## config.mk

```make
export PLATFORM = sky130hd
export DESIGN_NAME = actuator_homing_controller_top
export DESIGN_NICKNAME = d
export VERILOG_FILES = /design/src/rtl/core/ahc_pkg.sv /design/src/rtl/core/ahc_track.sv /design/src/rtl/core/actuator_homing_controller_top.sv
export SDC_FILE = /design/constraint.sdc
export NUM_CORES = 1
export LEC_CHECK = 0
export ABC_AREA = 1
export BUFFER_PORTS_ARGS = -buffer_cell sky130_fd_sc_hd__buf_2
export CAP_MARGIN = 20
export CORE_ASPECT_RATIO = 2
export CORE_MARGIN = 5
export CORE_UTILIZATION = 44
export CTS_BUF_LIST = sky130_fd_sc_hd__clkbuf_2 sky130_fd_sc_hd__clkbuf_4 sky130_fd_sc_hd__clkbuf_8
export CTS_CLUSTER_SIZE = 16
export DETAILED_ROUTE_END_ITERATION = 10
export SLEW_MARGIN = 15
export SYNTH_ARGS = -nofsm -noshare
export SYNTH_HDL_FRONTEND = slang
export SYNTH_HIERARCHICAL = 1
export SYNTH_SLANG_ARGS = --single-unit
```

## constraint.sdc

```tcl
create_clock -name clock -period 9.85 [get_ports clock]
set_clock_uncertainty 0.05 [all_clocks]
set_input_delay 0.985 -clock clock [delete_from_list [all_inputs] [get_ports clock]]
set_output_delay 0.985 -clock clock [all_outputs]
set_load 0.1 [all_outputs]
```

## src/rtl/core/ahc_pkg.sv

```systemverilog
`timescale 1ns / 1ps
// ----------------------------------------------------------------------------
// ahc_pkg
// Shared types and constants for the actuator homing controller.
// ----------------------------------------------------------------------------
package ahc_pkg;

   // One encoder detent is four quadrature steps in one direction
   localparam int DETENT_STEPS = 4;

   // Length divide by 17: q = (m * DIV_RECIP) >> DIV_SHIFT.
   // DIV_RECIP = ceil(2^20 / 17); the error stays below one for any 16-bit m.
   localparam int          DIV_SHIFT = 20;
   localparam logic [15:0] DIV_RECIP = 16'd61681;
   localparam int          QUOT_W    = 12;

   // Configuration register indexes
   localparam logic [1:0] CSR_MOVE_WINDOW = 2'd0;
   localparam logic [1:0] CSR_SETTLE      = 2'd1;
   localparam logic [1:0] CSR_EXT_LENGTH  = 2'd2;

   // Configuration reset values
   localparam logic [15:0] MOVE_WINDOW_RST = 16'd500;
   localparam logic [15:0] SETTLE_RST      = 16'd5000;
   localparam logic [9:0]  EXT_LENGTH_RST  = 10'd321;

   // One input word as held in the input register
   typedef struct packed {
      logic               enc_a;
      logic               enc_b;
      logic               upper_released;
      logic               lower_released;
      logic               ms_tick;
      logic               cmd_valid;
      logic               speed_present;
      logic signed [15:0] cmd_speed;
   } ahc_sample_type;

   // Configuration register contents
   typedef struct packed {
      logic [15:0] window_ms;
      logic [15:0] settle_ms;
      logic [9:0]  ext_len_mm;
   } ahc_cfg_type;

   // Tracker stage result, handed to the output stage
   typedef struct packed {
      logic signed [15:0] count;
      logic               upper_state;
      logic               moving;
      logic               homed;
      logic signed [15:0] homed_count;
      logic               fwd;
      logic               rev;
      logic [15:0]        diff_mag;
      logic               diff_neg;
   } ahc_track_type;

   // Quadrature transition table, indexed by {previous A,B, current A,B}
   function automatic logic signed [1:0] quad_delta(input logic [3:0] hist);
      logic signed [1:0] d;
      case (hist)
         4'd1, 4'd7, 4'd8, 4'd14: d = -2'sd1;
         4'd2, 4'd4, 4'd11, 4'd13: d = 2'sd1;
         default: d = 2'sd0;
      endcase
      return d;
   endfunction

endpackage

```

## src/rtl/core/ahc_track.sv

```systemverilog
`timescale 1ns / 1ps
// ----------------------------------------------------------------------------
// ahc_track
// Encoder decode, speed gating, movement window and homing check. Holds all
// controller state and advances it by one sample per take.
// ----------------------------------------------------------------------------
module ahc_track (
   input  logic                    clock,
   input  logic                    reset,
   input  logic                    take,
   input  ahc_pkg::ahc_sample_type smp,
   input  ahc_pkg::ahc_cfg_type    cfg,
   output ahc_pkg::ahc_track_type  trk
);
   import ahc_pkg::*;

   logic [3:0]         hist_ff, hist_in;
   logic signed [3:0]  acc_ff, acc_in;
   logic [15:0]        count_ff, count_in;
   logic signed [15:0] held_ff, held_in;
   logic [15:0]        win_el_ff, win_el_in;
   logic [15:0]        win_cnt_ff, win_cnt_in;
   logic               moving_ff, moving_in;
   logic               chk_ff, chk_in;
   logic [15:0]        settle_ff, settle_in;
   logic               homed_ff, homed_in;
   logic [15:0]        hpos_ff, hpos_in;
   ahc_track_type      trk_ff, trk_in;

   logic signed [3:0]  acc_sum;
   logic signed [15:0] held_cmd;
   logic               pos_cmd, neg_cmd, pos_fin, neg_fin;
   logic [15:0]        win_tick, settle_tick;
   logic signed [16:0] diff;

   always_comb begin
      // quadrature decode and detent count
      hist_in  = {hist_ff[1:0], smp.enc_a, smp.enc_b};
      acc_sum  = acc_ff + 4'(quad_delta(hist_in));
      acc_in   = acc_sum;
      count_in = count_ff;
      if (acc_sum >= 4'(DETENT_STEPS)) begin
         count_in = count_ff + 16'd1;
         acc_in   = '0;
      end else if (acc_sum <= -4'(DETENT_STEPS)) begin
         count_in = count_ff - 16'd1;
         acc_in   = '0;
      end

      // command capture, then limit switch gating
      held_cmd = (smp.cmd_valid && smp.speed_present) ? smp.cmd_speed : held_ff;
      pos_cmd  = !held_cmd[15] && (held_cmd != '0);
      neg_cmd  = held_cmd[15];
      held_in  = held_cmd;
      if ((pos_cmd && !smp.upper_released) || (neg_cmd && !smp.lower_released)) begin
         held_in = '0;
      end
      pos_fin = !held_in[15] && (held_in != '0);
      neg_fin = held_in[15];

      // movement window, saturating ms counter
      win_tick   = (smp.ms_tick && win_el_ff != 16'hFFFF) ? win_el_ff + 16'd1 : win_el_ff;
      win_el_in  = win_tick;
      win_cnt_in = win_cnt_ff;
      moving_in  = moving_ff;
      if (win_tick >= cfg.window_ms) begin
         moving_in  = (count_in != win_cnt_ff);
         win_cnt_in = count_in;
         win_el_in  = '0;
      end

      // homing check: settle timer runs only while a check is open
      settle_tick = (chk_ff && smp.ms_tick && settle_ff != 16'hFFFF) ?
                    settle_ff + 16'd1 : settle_ff;
      settle_in = settle_tick;
      chk_in    = chk_ff;
      homed_in  = homed_ff;
      hpos_in   = hpos_ff;
      if (pos_fin && !chk_ff && smp.cmd_valid) begin
         chk_in    = 1'b1;
         settle_in = '0;
      end
      if (chk_in && settle_in >= cfg.settle_ms) begin
         if (!moving_in && smp.cmd_valid && held_in == 16'sd1) begin
            homed_in = 1'b1;
            hpos_in  = count_in;
         end
         chk_in = 1'b0;
      end

      // result word; length difference split into sign and magnitude
      diff = {hpos_in[15], hpos_in} - {count_in[15], count_in};
      trk_in.count       = count_in;
      trk_in.upper_state = smp.upper_released;
      trk_in.moving      = moving_in;
      trk_in.homed       = homed_in;
      trk_in.homed_count = hpos_in;
      trk_in.fwd         = pos_fin;
      trk_in.rev         = neg_fin;
      trk_in.diff_neg    = diff[16];
      trk_in.diff_mag    = diff[16] ? 16'(-diff) : diff[15:0];
   end

   // state registers
   always_ff @(posedge clock) begin
      if (reset) begin
         hist_ff    <= 4'd3;
         acc_ff     <= '0;
         count_ff   <= '0;
         held_ff    <= '0;
         win_el_ff  <= '0;
         win_cnt_ff <= '0;
         moving_ff  <= 1'b0;
         chk_ff     <= 1'b0;
         settle_ff  <= '0;
         homed_ff   <= 1'b0;
         hpos_ff    <= '0;
      end else if (take) begin
         hist_ff    <= hist_in;
         acc_ff     <= acc_in;
         count_ff   <= count_in;
         held_ff    <= held_in;
         win_el_ff  <= win_el_in;
         win_cnt_ff <= win_cnt_in;
         moving_ff  <= moving_in;
         chk_ff     <= chk_in;
         settle_ff  <= settle_in;
         homed_ff   <= homed_in;
         hpos_ff    <= hpos_in;
      end
   end

   // stage result register
   always_ff @(posedge clock) begin
      if (take) begin
         trk_ff <= trk_in;
      end
   end

   assign trk = trk_ff;

endmodule

```

## src/rtl/core/actuator_homing_controller_top.sv

```systemverilog
`timescale 1ns / 1ps
// ----------------------------------------------------------------------------
// actuator_homing_controller_top
// Quadrature encoder actuator homing controller: sample register, tracker
// stage, length and output stage, plus the configuration registers.
// ----------------------------------------------------------------------------
// Takes one word per clock and returns one result word per input word, in
// order. A word passes three register stages: the sample register, the
// tracker stage (encoder decode, speed gating, movement window and homing
// check, all state updated at once on each take) and the output stage, where the
// homed length is formed with one 16x16 reciprocal multiply for the divide by
// 17. A word goes from the sample register to the tracker stage and then to
// the output stage, where rsp_valid rises; throughput is one word per cycle
// while rsp_stall stays low. Configuration writes are always taken
// (csr_ready is tied high) and should be made while no word is in flight.
// ----------------------------------------------------------------------------
module actuator_homing_controller_top (
   input  logic               clock,
   input  logic               reset,
   // sample channel
   input  logic               req_valid,
   output logic               req_stall,
   input  logic               req_enc_a,
   input  logic               req_enc_b,
   input  logic               req_upper_released,
   input  logic               req_lower_released,
   input  logic               req_ms_tick,
   input  logic               req_cmd_valid,
   input  logic               req_speed_present,
   input  logic signed [15:0] req_cmd_speed,
   // result channel
   output logic               rsp_valid,
   input  logic               rsp_stall,
   output logic signed [15:0] rsp_position_count,
   output logic               rsp_upper_state,
   output logic               rsp_moving,
   output logic               rsp_homed,
   output logic signed [15:0] rsp_homed_count,
   output logic signed [13:0] rsp_length_mm,
   output logic               rsp_drive_forward,
   output logic               rsp_drive_reverse,
   // configuration write channel
   input  logic               csr_valid,
   output logic               csr_ready,
   input  logic [1:0]         csr_index,
   input  logic [15:0]        csr_wdata
);
   import ahc_pkg::*;

   ahc_cfg_type        cfg_ff;
   ahc_sample_type     smp_ff, smp_in;
   logic               smp_vld_ff;
   logic               trk_vld_ff;
   ahc_track_type      trk;
   logic               out_vld_ff;
   ahc_track_type      out_ff;
   logic signed [13:0] len_ff, len_in;

   logic               adv_out, adv_trk, adv_smp, take, move;
   logic [31:0]        prod;
   logic [13:0]        quot;
   logic [13:0]        ext;

   // configuration registers
   assign csr_ready = 1'b1;

   always_ff @(posedge clock) begin
      if (reset) begin
         cfg_ff.window_ms  <= MOVE_WINDOW_RST;
         cfg_ff.settle_ms  <= SETTLE_RST;
         cfg_ff.ext_len_mm <= EXT_LENGTH_RST;
      end else if (csr_valid && csr_ready) begin
         case (csr_index)
            CSR_MOVE_WINDOW: cfg_ff.window_ms  <= csr_wdata;
            CSR_SETTLE:      cfg_ff.settle_ms  <= csr_wdata;
            CSR_EXT_LENGTH:  cfg_ff.ext_len_mm <= csr_wdata[9:0];
            default: ;
         endcase
      end
   end

   // pipeline advance: a stage moves when empty or when the next one moves
   assign adv_out   = !out_vld_ff || !rsp_stall;
   assign adv_trk   = !trk_vld_ff || adv_out;
   assign adv_smp   = !smp_vld_ff || adv_trk;
   assign req_stall = !adv_smp;
   assign take      = smp_vld_ff && adv_trk;
   assign move      = trk_vld_ff && adv_out;

   // sample register
   always_comb begin
      smp_in.enc_a          = req_enc_a;
      smp_in.enc_b          = req_enc_b;
      smp_in.upper_released = req_upper_released;
      smp_in.lower_released = req_lower_released;
      smp_in.ms_tick        = req_ms_tick;
      smp_in.cmd_valid      = req_cmd_valid;
      smp_in.speed_present  = req_speed_present;
      smp_in.cmd_speed      = req_cmd_speed;
   end

   always_ff @(posedge clock) begin
      if (reset) begin
         smp_vld_ff <= 1'b0;
      end else if (adv_smp) begin
         smp_vld_ff <= req_valid;
      end
   end

   always_ff @(posedge clock) begin
      if (adv_smp && req_valid) begin
         smp_ff <= smp_in;
      end
   end

   // tracker stage
   ahc_track u_track (
      .clock (clock),
      .reset (reset),
      .take  (take),
      .smp   (smp_ff),
      .cfg   (cfg_ff),
      .trk   (trk)
   );

   always_ff @(posedge clock) begin
      if (reset) begin
         trk_vld_ff <= 1'b0;
      end else if (adv_trk) begin
         trk_vld_ff <= smp_vld_ff;
      end
   end

   // length: extended length minus the difference over 17, toward zero
   assign prod = 32'(trk.diff_mag) * 32'(DIV_RECIP);
   assign quot = 14'(prod[DIV_SHIFT +: QUOT_W]);
   assign ext  = 14'(cfg_ff.ext_len_mm);

   always_comb begin
      len_in = len_ff;
      if (trk.homed) begin
         len_in = trk.diff_neg ? signed'(ext + quot) : signed'(ext - quot);
      end
   end

   // output stage
   always_ff @(posedge clock) begin
      if (reset) begin
         out_vld_ff   <= 1'b0;
         out_ff.homed <= 1'b0;
         len_ff       <= '0;
      end else begin
         if (adv_out) begin
            out_vld_ff <= trk_vld_ff;
         end
         if (move) begin
            out_ff <= trk;
            len_ff <= len_in;
         end
      end
   end

   assign rsp_valid          = out_vld_ff;
   assign rsp_position_count = out_ff.count;
   assign rsp_upper_state    = out_ff.upper_state;
   assign rsp_moving         = out_ff.moving;
   assign rsp_homed          = out_ff.homed;
   assign rsp_homed_count    = out_ff.homed_count;
   assign rsp_length_mm      = len_ff;
   assign rsp_drive_forward  = out_ff.fwd;
   assign rsp_drive_reverse  = out_ff.rev;

   // the two drive lines are never both on
   assert property (@(posedge clock) disable iff (reset)
      rsp_valid |-> !(rsp_drive_forward && rsp_drive_reverse))
      else $error("both drive lines active");

   // length stays zero until homing has latched
   assert property (@(posedge clock) disable iff (reset)
      (rsp_valid && !rsp_homed) |-> (rsp_length_mm == '0))
      else $error("length reported before homing");

   // homed never clears once set
   assert property (@(posedge clock) disable iff (reset)
      (!$past(reset) && $past(rsp_homed)) |-> rsp_homed)
      else $error("homed flag cleared");

   // the sample channel stalls only with every stage occupied
   assert property (@(posedge clock) disable iff (reset)
      req_stall |-> (smp_vld_ff && trk_vld_ff && out_vld_ff && rsp_stall))
      else $error("sample channel stalled with room in the pipeline");

endmodule

```

Yosys cells after proc, flatten, opt, wreduce, memory -nomap -nowiden
Memories as Yosys holds them, arrays and structs flattened.
Index checks and enable logic that the tools add are counted.
Widths: inputs -> output; s select.
{"block": "totals", "ff_bits": 278, "latchBits": 0, "mem_bits_rw": 0, "rom_bits": 32, "wordCells": 123, "memories": 1}
{"memory": "(name not given)", "depth": 16, "width": 2, "rd": 1, "rd_clocked_by_memory_dff": 0, "write_ports": 0, "line_no": "ahc_pkg.sv:62", "source": "case (hist)"}
{"block": "classes", "n_addsub": 9, "multipliers": 1, "div": 0, "magnitude_cmp": 4, "eq_ne": 6, "shift": 0, "muxes": 19, "bitwise": 1, "n_reduce_logical": 40}
{"cell": "$mux 16", "count": 11}
{"cell": "$add 16x1->16 const B", "count": 3}
{"cell": "$ge 16x16->1", "count": 2}
{"cell": "$mul 16x16->32 const B", "count": 1}
{"cell": "$ne 16x16->1 const B", "count": 2}
{"cell": "$reduce_bool 16->1", "count": 2}
{"cell": "$sub 16x16->17", "count": 1}
{"cell": "$eq 16x2->1 const B", "count": 1}
{"cell": "$logic_and 1x1->1", "count": 16}
{"cell": "$ne 16x16->1", "count": 1}
{"cell": "$neg 16->16", "count": 1}
{"cell": "$sub 16x1->16 const B", "count": 1}
{"cell": "$mux 14", "count": 1}
{"cell": "$add 10x12->13", "count": 1}
{"cell": "$sub 10x12->13", "count": 1}
{"cell": "$reduce_and 2->1", "count": 6}
{"cell": "$logic_not 1->1", "count": 11}
{"cell": "$mux 4", "count": 2}
{"cell": "$mux 1", "count": 5}
{"cell": "$add 4x2->4", "count": 1}
{"cell": "$ge 4x4->1 const B", "count": 1}
{"cell": "$le 4x3->1 const B", "count": 1}
{"cell": "$logic_or 1x1->1", "count": 4}
{"cell": "$eq 2x1->1 const B", "count": 1}
{"cell": "3 further kinds", "count": 3}

Depth between registers and ports, before layout
{"block": "depth", "word_depth": 18, "ltp_mapped": 53, "depth_no_buf": 49}

By module
The synthesis kept the hierarchy.
{"module": "ahc_track", "instances": 1, "cells_each": 1478, "area_per_inst_um2": 10455.0, "seq_area_each_um2": 3723.6}
{"module": "actuator_homing_controller_top", "instances": 1, "cells_each": 1016, "area_per_inst_um2": 9237.6, "seq_area_each_um2": 2972.9}

Worst setup path before layout
OpenSTA, ideal clock, no wires.
{"block": "synth_timing", "path_kind": "flip-flop to flip-flop", "from": "register u_track.trk_ff, in the netlist u_track/trk[4]", "to": "register len_ff[9] (netlist: rsp_length_mm[9])", "setup_time_ns": 0.118, "arrival_ns": 6.327, "required_ns": 9.682, "path_slack_ns": 3.355, "stages_incl_launch_ff": 36, "path_buffers": 0, "synth_period_minus_slack_ns": 6.495, "path_cell_list": "edfxtp_1 > inv_1 > fa_1 > inv_1 > fa_1 > fa_1 > inv_1 > fa_1 > inv_1 > fa_1 > inv_1 > fa_1 > inv_1 > ha_1 > nand2_1 > inv_1 > nand2_1 > nand2_1 > nand2_1 > nand2_1 > a21oi_2 > o21bai_2 > a21oi_2 > xor2_1 > inv_1 > ha_1 > nand2_1 > nor3_1 > nand3_1 > nand4_1 > nand2_1 > o21ai_1 > xor2_1 > nand2_1 > o211ai_1 > inv_1"}
{"block": "synth_via", "elab_chain_len": 3, "elab_cells_between_ends": 4, "classes_between": "add/sub (2); mul (1); mux (1)"}
{"item": "start, declared", "line_no": "ahc_track.sv:28", "source": "ahc_track_type trk_ff, trk_in;"}
{"item": "start signal, assigned", "line_no": "ahc_track.sv:136", "source": "trk_ff <= trk_in;"}
{"item": "$mul 16x16->32 (*)", "line_no": "actuator_homing_controller_top.sv:135", "source": "assign prod = 32'(trk.diff_mag) * 32'(DIV_RECIP);"}
{"item": "$sub 10x12->13 / $add 10x12->13 (equally long branches)", "line_no": "actuator_homing_controller_top.sv:142", "source": "len_in = trk.diff_neg ? signed'(ext + quot) : signed'(ext - quot);"}
{"item": "$mux 14 (*)", "line_no": "actuator_homing_controller_top.sv:142"}
{"item": "end signal, assigned", "line_no": "actuator_homing_controller_top.sv:158", "source": "len_ff <= len_in;"}
{"item": "end, declared", "line_no": "actuator_homing_controller_top.sv:57", "source": "logic signed [13:0] len_ff, len_in;"}
Mark *: on every way between the ends. The rest lies on a longest branch, timed or not.
A chain may end at the register's enable or synchronous reset.

==> run metrics <==
remaining antenna violation count=0; die height=about 300 µm; CTS tree=built; Max Cap Viol=0; Net Count, Synth=~2.8k; worst slack at placement=about 1.3 ns; drt pass-1 iters=5; Final Wtd Congestion=around 0.96; WL per Instance=roughly 17 µm; status=completed; Setup crit start kind=register; Area growth syn-to-layout=9.17%; first-pass GRT wire length=83.5 mm; fmax=roughly 120 MHz; hold_buf cts=0; CP arrival=between 8 and 9 ns; fin crit share=roughly 87%; area fraction of the dominant cell type after synthesis=between 15 and 20%; via density per instance=around 5.2; final worst-path setup slack=between 1 and 1.5 ns; Worst Setup End Kind=register; Post-CTS Resized=0; most frequent cell after synthesis=nand2_1; placed inst area=a little over 20000 µm²; Min Clock Period, post-route=around 8.5 ns; clock sink count=around 280; PortBufs=just under 100; unrepaired setup endpoints after global routing=no; Req. time, crit path=10.12 ns; most frequent CP cell=nand2_1; Global Route Usage Sum=a little over a fifth; Syn. warnings=6; Worst-Skew Late Latency=0.59 ns; fillers=~4.3k; Post-Syn Instances=2494; CP max-delay cell=o21ai_1; Seq cells post-synth=around 280; CP Class=reg2reg; Die Wd=around 160 µm; Post-CTS Setup Bufs=0; share of layout cells above drive strength 1=a little under a tenth; H-tree lvl count=2; Final HPWL DP=~42 mm; Post-synth ARST share=0%; TNS Setup=0 ns; vias=about 16k; total CTS buffers=42; FP Rows=roughly 110; total global routing overflow=0; commonest cells in the synthesized netlist=nand2_1 (522), inv_1 (410), ha_1 (199); Final Hold Violating Endpoints=0; distinct cell type count after synthesis=52; initial core utilization=44.4%; Hold Crit Class=reg2reg; root buf cell=clkbuf_8; Final Slew Violations=0; Most used DFF post-synth=dfxtp_1; fin area=21500 µm²; core area=between 40000 and 50000 µm²; area of the mapped netlist=a little under 20000 µm²; Iter 0 DRT Violations=about 810; Critical Path Fanout Max=30; clock buffer depth=3; IO Pins=100; area leader, netlist=edfxtp_1; vias in the first global route=roughly 17k; Final setup viols=0; Worst-Margin Slew=approximately 1.1 ns; largest net degree at the start of global routing=74; Critical Path Max Stage Delay=between 0.8 and 0.9 ns; Post-Syn Area per Cell=between 7 and 8 µm²; Post-synth EDFFs=~110; initial antenna violation count=1; Synth area leaders=edfxtp_1 (17%), dfxtp_1 (17%), ha_1 (13%); worst rel slew slack=between 20% and 30%; Remaining DRCs=0; nets=between 2k and 3k; Clock Pin Slew Worst Setup and Hold Paths=about 0.070 ns; post-synthesis sequential area ratio=34.0%; final wirelength=~52 mm; Die ar.=49300 µm²
==> worst paths after layout <==
check	start	to	slack, ns	cells past startpoint
worst max-delay path	smp_ff[21]	u_track/trk[11]	1.32	33
worst min-delay path	u_track/trk[51]	rsp_position_count[13]	0.34	0
worst max register to register	smp_ff[21]	u_track/trk[11]	1.32	33
worst min register to register	u_track/trk[51]	rsp_position_count[13]	0.34	0
==> critical path: cells and delay by family (launching register included) <==
kind | cells | cell delay, ns
AOI/OAI and AO/OA | 6 | 2.26
xor gates and xnor gates | 3 | 0.49
adders and majority gates | 4 | 1.28
buffers and inverters | 4 | 0.54
DFF | 1 | 0.40
and+or+nand+nor | 16 | 3.27
==> cell usage in the layout, fill, tap and decap left out, drive strengths merged, types with 5 or more instances in the layout <==
master,n
xnor2,22
buf,107
o21bai,6
clkbuf,57
a21o,5
nand4,33
o31ai,5
or2,5
o21ai,144
clkinv,17
ha,199
dfxtp,165
inv,416
nor3,33
nand3b,11
nor2,201
nor4,9
a31oi,10
o211ai,8
a21oi,154
nand3,151
xor2,71
fa,74
a22oi,15
edfxtp,113
nand2,546
==> sequential cells by signal, summed over array words and instances, names as in the netlist, 2 cells and up <==
name                count
u_track/settle_ff      16
rsp_length_mm          14
smp_ff                 23
u_track/acc_ff          4
u_track/hpos_ff        16
rsp_position_count     16
cfg_ff                 42
rsp_homed_count        16
u_track/hist_ff         2
u_track/win_cnt_ff     16
u_track/held_ff        16
u_track/win_el_ff      16
u_track/count_ff       16
u_track/trk            54
==> final cells by class <==
cell class              instances  area [µm²]  area share, %
multi-input cells            1722       11100           51.4
flip-flops and latches        278        6700           31.1
inverters                     417        1570           7.29
clock buffers                  57         716           3.33
well taps                     555         694           3.23
repair buffers                107         571           2.65
clock inverters                21         195          0.908
diodes                          1        2.50         0.0116
==> metrics by stage <==
stage,std cells,util (%),hold slack (ns)
floorplan,2494,-,0.350
global route,3158,48.5,0.344
CTS,3156,48.5,0.336
global placement,3078,46.4,0.352
finish,3158,48.5,0.343
detailed placement,3078,46.4,0.355
==> kinds of logic after synthesis <==
group	after synthesis	synth area share [%]
buffers and inverters	494	9.91
AO/OA/AOI/OAI	363	10.2
AND/OR/NAND/NOR	992	21.6
other	1	0.0190
XOR/XNOR	93	4.14
adder cells (fa/ha/maj)	273	20.2
flip-flops	278	34.0
==> layer usage <==
layer  global-route usage (%)  up-vias  wire, µm
met5                        0        -         0
met4                     10.3        0      2490
met3                     2.05      123      1340
met2                     43.8      281     30600
met1                     19.8     7722     17900
li1                         -     8229         -
Power is left out: the tool's default activity adds up to more than one toggle a clock period on the data nets, which glitch-free logic cannot reach.
